--- src/hw/rtl/rsm_pkg.sv ---
`default_nettype none

package rsm_pkg;

    // Stack geometry and datapath width
    localparam int STACK_DEPTH = 64;
    localparam int DATA_WIDTH  = 32;

    // Port widths fixed by the item format
    localparam int IO_W  = 32;
    localparam int OP_W  = 3;
    localparam int ST_W  = 2;

    // Depth counter holds 0..STACK_DEPTH
    localparam int DEPTH_W = $clog2(STACK_DEPTH + 1);

    // Divider step counter covers 0..DATA_WIDTH-1
    localparam int DIV_CNT_W = (DATA_WIDTH > 1) ? $clog2(DATA_WIDTH) : 1;

    typedef logic [DATA_WIDTH-1:0] t_data;
    typedef logic [DEPTH_W-1:0]    t_depth;

    // Opcodes; 6 and 7 are no-ops
    localparam logic [OP_W-1:0] OP_PUSH = 3'd0;
    localparam logic [OP_W-1:0] OP_ADD  = 3'd1;
    localparam logic [OP_W-1:0] OP_SUB  = 3'd2;
    localparam logic [OP_W-1:0] OP_MUL  = 3'd3;
    localparam logic [OP_W-1:0] OP_DIV  = 3'd4;
    localparam logic [OP_W-1:0] OP_REM  = 3'd5;

    typedef enum logic [ST_W-1:0] {
        ST_OK,
        ST_UNDERFLOW,
        ST_DIVZERO,
        ST_FULL
    } t_status;

    // Shift command for the row of stack cells
    typedef struct packed {
        logic push;   // shift toward the bottom, new value enters cell 0
        logic pop;    // shift toward the top, cell 0 takes the op result
    } t_cell_ctl;

endpackage

`default_nettype wire

--- src/hw/rtl/rsm_cell.sv ---
`default_nettype none

// One stack entry. Takes its upper neighbor on push, its lower neighbor
// on pop, holds otherwise.
module rsm_cell (
    input  wire                  i_clk,
    input  rsm_pkg::t_cell_ctl   i_ctl,
    input  rsm_pkg::t_data       i_from_above,
    input  rsm_pkg::t_data       i_from_below,
    output rsm_pkg::t_data       o_value
);

    rsm_pkg::t_data r_value;

    always_ff @(posedge i_clk) begin
        if (i_ctl.push) begin
            r_value <= i_from_above;
        end else if (i_ctl.pop) begin
            r_value <= i_from_below;
        end
    end

    assign o_value = r_value;

endmodule

`default_nettype wire

--- config.mk ---
export PLATFORM = sky130hd
export DESIGN_NAME = rsm_cell
export DESIGN_NICKNAME = d
export VERILOG_FILES = /design/src/hw/rtl/rsm_pkg.sv /design/src/hw/rtl/rsm_cell.sv
export SDC_FILE = /design/constraint.sdc
export NUM_CORES = 1
export LEC_CHECK = 0
export BUFFER_PORTS_ARGS = -buffer_cell sky130_fd_sc_hd__buf_4
export CORE_UTILIZATION = 41
export CTS_CLUSTER_DIAMETER = 30
export DETAILED_ROUTE_END_ITERATION = 10
export PLACE_DENSITY = 0.77
export SLEW_MARGIN = 5
export SYNTH_ARGS = -nofsm -noshare
export SYNTH_HDL_FRONTEND = slang
export SYNTH_SLANG_ARGS = --single-unit
export TNS_END_PERCENT = 20
--- constraint.sdc ---
create_clock -name i_clk -period 1.9 [get_ports i_clk]
set_clock_uncertainty 0.2 [all_clocks]
set_input_delay 0.095 -clock i_clk [delete_from_list [all_inputs] [get_ports i_clk]]
set_output_delay 0.095 -clock i_clk [all_outputs]
set_load 0.03 [all_outputs]
==> metrics.cfg <==
[outcome]
status=completed

[power_and_ir_drop]
power.leakage_nw=1.38
ir_drop_mv=0.675
power_density_nw_per_um2=697

[sta]
setup_viol=0
fin_crit_sh_pct=94.5
layout_min_cycle_time_ns=1.80
setup_ws_ns=0.104
slew-limit-headroom_pct=79.1
rsz0062_at_grt=false
report.final.slew_viol_count=0
hold_violations=0
fin_tns_setup_ns=0
tightest_slew_ns=0.314
clock.fmax_ghz=0.557
fin_hold_ws_ns=0.180

[critical_path]
cpMaxStageDelayCell=dlygate4sd3_1
cpPeakStageDelay_ns=0.60
path_class=primary input to flip-flop
cpMostUsedCell=dlygate4sd3_1
crit_family=buffers and inverters
worstPathRequired_ns=1.74
critPathBufInv=3
cp-startpoint=i_from_below[12]
cp_max_fo=1
worstSetupStartpointType=primary input
crit_chain=dlygate4sd3_1 -> buf_4 -> mux2_4 -> dlygate4sd3_1
worstSetupEndpointType=flip-flop
worstPathArrival_ns=1.63

[die]
core_area_sq_um=3440
fp-row-count=21
fp.dieH_um=62.6
io_pins=99
die-width_um=62.6
dieArea_sq_um=3920
initial_core_util_pct=43.8

[routing]
drtIter0Drc=67
via_per_inst=4.69
drtPass1Iterations=4
ant_nets=0
totalWireLength_mm=5.60
vias=1337
wl_per_cell_um=19.6
drcViolationCount=0

[final_layout]
layout.cells.non_filler=285
synthToLayoutAreaGrowth_pct=98.5
final.fill_count=147
diodes=0
nets=305
drive_gt1_share_pct=58.2
largest_register_ffs=32
multi_input_area_sq_um=475
finalInstanceArea_sq_um=2990
seqCellArea_sq_um=961

[global_route]
grt_max_degree=22
grt_pass1_vias=1493
antenna_found_initial=0
grt.overflow.total=0
grt_pass1_wl_mm=8.46
grt_util_all_layers_pct=31.2

[worst_hold_path]
hold_class=primary input to flip-flop
hold_start=i_ctl[0]

[placed_design]
post-place-cells=213
dpl_cell_area_sq_um=2270
portBuffers=98
gp_congestion=0.739
place_ws_ns=0.497

[yosys]
synth_cell_type_count=6
synth.cell_area_sq_um=1510
yosysSeqAreaShare_pct=63.7
synthCells=69
syn-mean-instance-area_sq_um=21.9
synth_top_area_cell=edfxtp_1
syn_nets=136
synth_top_area_share_pct=63.7
ys_seq_elements=32
synth_warnings=0
synthTopCellsByArea=edfxtp_1 (64%), mux2_4 (29%), buf_12 (4.0%)

[clock_tree]
clkSlewWorstSetupHoldPaths_ns=0.07
cts_buffers=5
h-tree-depth=2
cts-resized-gates=0
cts_sinks=32
cts_tree=done
cts_setup_buffers=0
clockBufferDepth=2
root_buffer=clkbuf_8
hold_buffers=64

[run]
maxCapViolCount=0

-- layout make-up --
type,instances,share of cell area [%]
Clock buffer,7,2.55
Multi-Input combinational cell,33,15.9
Clock inverter,1,0.125
Timing Repair Buffer,166,47.4
Sequential cell,32,32.1
Tap cell,46,1.92
-- power breakdown --
part | internal, mW | total (mW) | switching, mW
combinational | 0.369 | 0.670 | 0.300
clock | 0.255 | 0.520 | 0.265
sequential | 0.868 | 0.897 | 0.0290
-- layout by cell type (no fill, tap or decap) --
cell and n:
buf_12 1, buf_4 101, clkbuf_1 2, clkbuf_8 5, clkinv_1 1, dlygate4sd3_1 64
edfxtp_1 32, mux2_2 3, mux2_4 29, or2_1 1
-- metal layers --
layer	GRT usage, %	wire [um]	up-vias
met4	16.0	199	0
li1	-	-	605
met2	55.3	2940	79
met5	0	0	-
met3	9.67	370	18
met1	32.9	2090	635
-- kinds of logic after synthesis --
kind of cell,Yosys count,synth area share [%]
multiplexers,32,31.1
flip-flops,32,63.7
buffers and inverters,4,4.73
AND/OR/NAND/NOR,1,0.415
-- stage by stage --
stage / total power [mW] / util, %
2_1_floorplan: 1.19 / -
3_3_place_gp: 1.41 / 66.0
3_5_place_dp: 1.42 / 66.0
4_1_cts: 2.01 / 87.0
5_1_grt: 2.16 / 87.0
6_report: 2.09 / 87.0
-- path summary, 6_finish.rpt --
check / to / slack [ns] / cells after the start
worst max-delay path: o_value[12] / 0.10 / 4
worst min-delay path: o_value[6] / 0.18 / 3
-- synthesized netlist by cell type --
cell type,instances
edfxtp_1,32
mux2_4,29
buf_12,3
mux2_2,3
buf_6,1
or2_1,1
-- worst min-delay path: stages --
cell and delay (ns):
buf_4 0.08, or2_1 0.13, buf_4 0.22
(Power assumes the default switching activity.)
