**config.mk**
```make
export PLATFORM = sky130hd
export DESIGN_NAME = rsm_divider
export DESIGN_NICKNAME = d
export VERILOG_FILES = /design/src/hw/rtl/rsm_pkg.sv /design/src/hw/rtl/rsm_divider.sv
export SDC_FILE = /design/constraint.sdc
export NUM_CORES = 1
export LEC_CHECK = 0
export BUFFER_PORTS_ARGS = -buffer_cell sky130_fd_sc_hd__buf_4
export CORE_MARGIN = 3
export CORE_UTILIZATION = 55
export DETAILED_ROUTE_END_ITERATION = 8
export PLACE_DENSITY = 0.77
export SKIP_CTS_REPAIR_TIMING = 1
export SLEW_MARGIN = 15
export SYNTH_ARGS = -nofsm -noshare
export SYNTH_HDL_FRONTEND = slang
export SYNTH_SLANG_ARGS = --single-unit
```
**constraint.sdc**
```tcl
create_clock -name i_clk -period 3.3 [get_ports i_clk]
set_input_delay 0.165 -clock i_clk [delete_from_list [all_inputs] [get_ports i_clk]]
set_output_delay 0.165 -clock i_clk [all_outputs]
set_load 0.02 [all_outputs]
```
**src/hw/rtl/rsm_pkg.sv**
```systemverilog
`default_nettype none

package rsm_pkg;

    // Stack geometry and datapath width
    localparam int STACK_DEPTH = 64;
    localparam int DATA_WIDTH  = 32;

    // Port widths fixed by the item format
    localparam int IO_W  = 32;
    localparam int OP_W  = 3;
    localparam int ST_W  = 2;

    // Depth counter holds 0..STACK_DEPTH
    localparam int DEPTH_W = $clog2(STACK_DEPTH + 1);

    // Divider step counter covers 0..DATA_WIDTH-1
    localparam int DIV_CNT_W = (DATA_WIDTH > 1) ? $clog2(DATA_WIDTH) : 1;

    typedef logic [DATA_WIDTH-1:0] t_data;
    typedef logic [DEPTH_W-1:0]    t_depth;

    // Opcodes; 6 and 7 are no-ops
    localparam logic [OP_W-1:0] OP_PUSH = 3'd0;
    localparam logic [OP_W-1:0] OP_ADD  = 3'd1;
    localparam logic [OP_W-1:0] OP_SUB  = 3'd2;
    localparam logic [OP_W-1:0] OP_MUL  = 3'd3;
    localparam logic [OP_W-1:0] OP_DIV  = 3'd4;
    localparam logic [OP_W-1:0] OP_REM  = 3'd5;

    typedef enum logic [ST_W-1:0] {
        ST_OK,
        ST_UNDERFLOW,
        ST_DIVZERO,
        ST_FULL
    } t_status;

    // Shift command for the row of stack cells
    typedef struct packed {
        logic push;   // shift toward the bottom, new value enters cell 0
        logic pop;    // shift toward the top, cell 0 takes the op result
    } t_cell_ctl;

endpackage

`default_nettype wire

```
**src/hw/rtl/rsm_divider.sv**
```systemverilog
`default_nettype none

// Radix-2 restoring divider on unsigned magnitudes, one quotient bit
// per cycle. o_done pulses for one cycle once results are valid.
module rsm_divider (
    input  wire                  i_clk,
    input  wire                  i_rst_n,
    input  wire                  i_start,
    input  rsm_pkg::t_data       i_dividend,
    input  rsm_pkg::t_data       i_divisor,
    output logic                 o_done,
    output rsm_pkg::t_data       o_quotient,
    output rsm_pkg::t_data       o_remainder
);

    localparam int W = rsm_pkg::DATA_WIDTH;
    localparam logic [rsm_pkg::DIV_CNT_W-1:0] LAST_STEP =
        rsm_pkg::DIV_CNT_W'(W - 1);

    logic                           r_run;
    logic                           r_done;
    logic [rsm_pkg::DIV_CNT_W-1:0]  r_cnt;
    rsm_pkg::t_data                 r_quo;
    rsm_pkg::t_data                 r_rem;
    rsm_pkg::t_data                 r_dvs;

    logic [W+1:0]                   n_trial;

    // partial remainder shifted by one bit, minus divisor; MSB is the borrow
    assign n_trial = {1'b0, r_rem, r_quo[W-1]} - {2'b00, r_dvs};

    always_ff @(posedge i_clk) begin
        if (!i_rst_n) begin
            r_run  <= 1'b0;
            r_done <= 1'b0;
        end else begin
            r_done <= 1'b0;
            if (i_start) begin
                r_run <= 1'b1;
                r_cnt <= '0;
                r_quo <= i_dividend;
                r_rem <= '0;
                r_dvs <= i_divisor;
            end else if (r_run) begin
                if (n_trial[W+1]) begin
                    r_rem <= {r_rem[W-2:0], r_quo[W-1]};
                    r_quo <= {r_quo[W-2:0], 1'b0};
                end else begin
                    r_rem <= n_trial[W-1:0];
                    r_quo <= {r_quo[W-2:0], 1'b1};
                end
                r_cnt <= r_cnt + rsm_pkg::DIV_CNT_W'(1);
                if (r_cnt == LAST_STEP) begin
                    r_run  <= 1'b0;
                    r_done <= 1'b1;
                end
            end
        end
    end

    assign o_done      = r_done;
    assign o_quotient  = r_quo;
    assign o_remainder = r_rem;

endmodule

`default_nettype wire

```
==> results.ini <==
[die]
die_w_um=113
ios=132
dieArea_sq_um=12700
start_util=0.571
core_area_sq_um=11000
die_h_um=113
rows=38

[sta]
worst_pin_slew_ns=0.797
whs_ns=0.108
max_freq_mhz=327
rsz0062_at_grt=false
fin_setup_tns_ns=0
hold_violations=0
post-route-min-period_ns=3.06
slew_viol_final=0
final_min_period_over_clock_period=0.926
slew_headroom=0.468
finalClockSkew_ns=0.0112
finalSetupViolations=0

[outcome]
status=finished, final reports clean

[cells_and_area]
nNetsFinal=821
drive_gt1_frac=0.296
num_antenna_cells=0
syn_to_final_growth_pct=27.7
fin_util=0.730
final_common_cell=buf_4
final_cell_mix=buf_4, edfxtp_1, a21oi_1

[routing]
wl_per_cell_um=20.1
drt_iter0_drc=363
avgViaCountPerCell=6.08
drt.antenna.violating_nets=0
drc=0
vias=5249
dr.pass1.iters=5
totalWireLength_um=17400

[setup_path]
cp.arrival_ns=3.24
cp_max_fo=5
path_class=flop to flop
r2r_start=o_remainder[5]
rr_endpoint=o_remainder[31]
r2r_slack_ns=0.24
start_kind=flop
worstSetupEndpoint=o_remainder[31]
cp-end-kind=flop
worstRegToRegCells=10
cp-startpoint=o_remainder[5]
cp.required_ns=3.48

[global_routing]
gr-total-overflow=0
grt_usage=0.268
grt_max_degree=36
antenna_found_initial=0
grt_pass1_wl_um=27100
grt_pass1_vias=5305

[cts]
clk-insertion-delay-late_ns=0.35
cts_inserted_buffers=9
cts_buffer_depth=2
clk_pin_slew_ns=0.08
cts-root-buf=clkbuf_16
cts_sinks=103
htreeDepth=3
cts_tree=done

[pwr]
vdd_drop_max_mv=0.510
p_leak_nw=3.35
power.density_nw_per_um2=498
p_total_mw=4.00

[yosys]
ys_ff_latch=103
avgSynthCellArea_sq_um=11.2
ys.warnings.count=0
syn-num-nets=664
synth.largest_area_cell=edfxtp_1
async_flop_share=0
synth.distinct_cells=66
ys_seq_area_frac=0.490
synth_edf_count=101
yosys_most_used_dff=edfxtp_1
yosysTopAreaCellShare=0.483
synthTopCellsByArea=edfxtp_1, ha_1, mux2_2
syn_area_sq_um=6270
synthCells=562

[place]
gp_congestion=0.897
dp_hpwl_um=12200
numPortBuffers=131

[hold_path]
min_from=i_rst_n
hold_depth=2
min_path_type=input pin to flop

[run]
maxCapViolCount=0

[area by class of cell]
type / count / area [sq um]
clock buffer: 12 / 267
clock inverter: 4 / 33.8
fill: 791 / 2970
inverter: 40 / 150
multi-input combinational: 387 / 2900
sequential: 103 / 3070
tap: 140 / 175
timing repair buffer: 178 / 1420
[synth_stat cells, drive strengths merged (2+ instances only)]
master  number
edfxtp     101
a21oi       49
inv         39
ha          34
mux2        32
nand4       26
nor2        26
nand2       23
a21o        22
o21ai       20
clkbuf      18
xnor2       17
o31ai       16
buf         14
nand3       11
nor4         9
a211oi       8
nor3         8
xor2         7
and3         6
o21a         6
a31oi        5
o21bai       5
o311ai       5
o32ai        5
nand2b       4
o22ai        4
or2          4
or3          4
a21boi       3
and2         3
nor2b        3
a311oi       2
and4         2
dfxtp        2
o2111a       2
o31a         2
[cell families (layout without fill, tap and decap cells)]
kind of cell    Yosys count  count (layout)  synth area share
fa+ha+maj                35              35            0.0710
buf+inv                  72             234            0.0500
mux                      32              32            0.0574
flops                   103             103             0.490
xor+xnor                 24              24            0.0335
compound gates          165             165             0.188
simple gates            131             131             0.110
[worst min-delay path by stage]
stage / end / slack (ns)
floorplan: r_dvs[0] / 0.26
global placement: r_dvs[25] / 0.34
detailed placement: r_dvs[13] / 0.34
CTS: r_dvs[6] / -0.03
global route: o_quotient[3] / 0.10
finish: o_done / 0.11
[through the flow]
stage / instance area, sq um / setup slack, ns / std cells
6_report: 8020 / 0.244 / 864
5_1_grt: 8020 / 0.0499 / 864
4_1_cts: 7680 / 0.179 / 832
3_5_place_dp: 7380 / 0.199 / 816
3_3_place_gp: 7380 / 0.305 / 816
2_1_floorplan: 6270 / 0.370 / 562
[sequential cells by signal (all words and copies together) (netlist names)]
signal and flops:
o_done 1, o_quotient 32, o_remainder 32, r_cnt 5, r_dvs 32, r_run 1
[critical path: stages, from the launching register on]
cell	delay (ns)
edfxtp_1	0.43
ha_1	0.41
a21oi_1	0.09
o21ai_0	0.36
nand3_1	0.16
and3_1	0.22
a21oi_1	0.42
a311oi_1	0.18
buf_4	0.17
o41a_1	0.33
o32ai_1	0.13
[where the power goes]
part,internal [mW],switching (mW)
Combinational,0.548,0.719
Sequential,1.58,0.0683
Clock,0.582,0.502
[layer usage]
metal,routed length [um],global-route usage
met4,590,0.107
met3,1320,0.0727
met2,8450,0.451
met5,0,0
met1,7000,0.329
(Power assumes the default switching activity.)
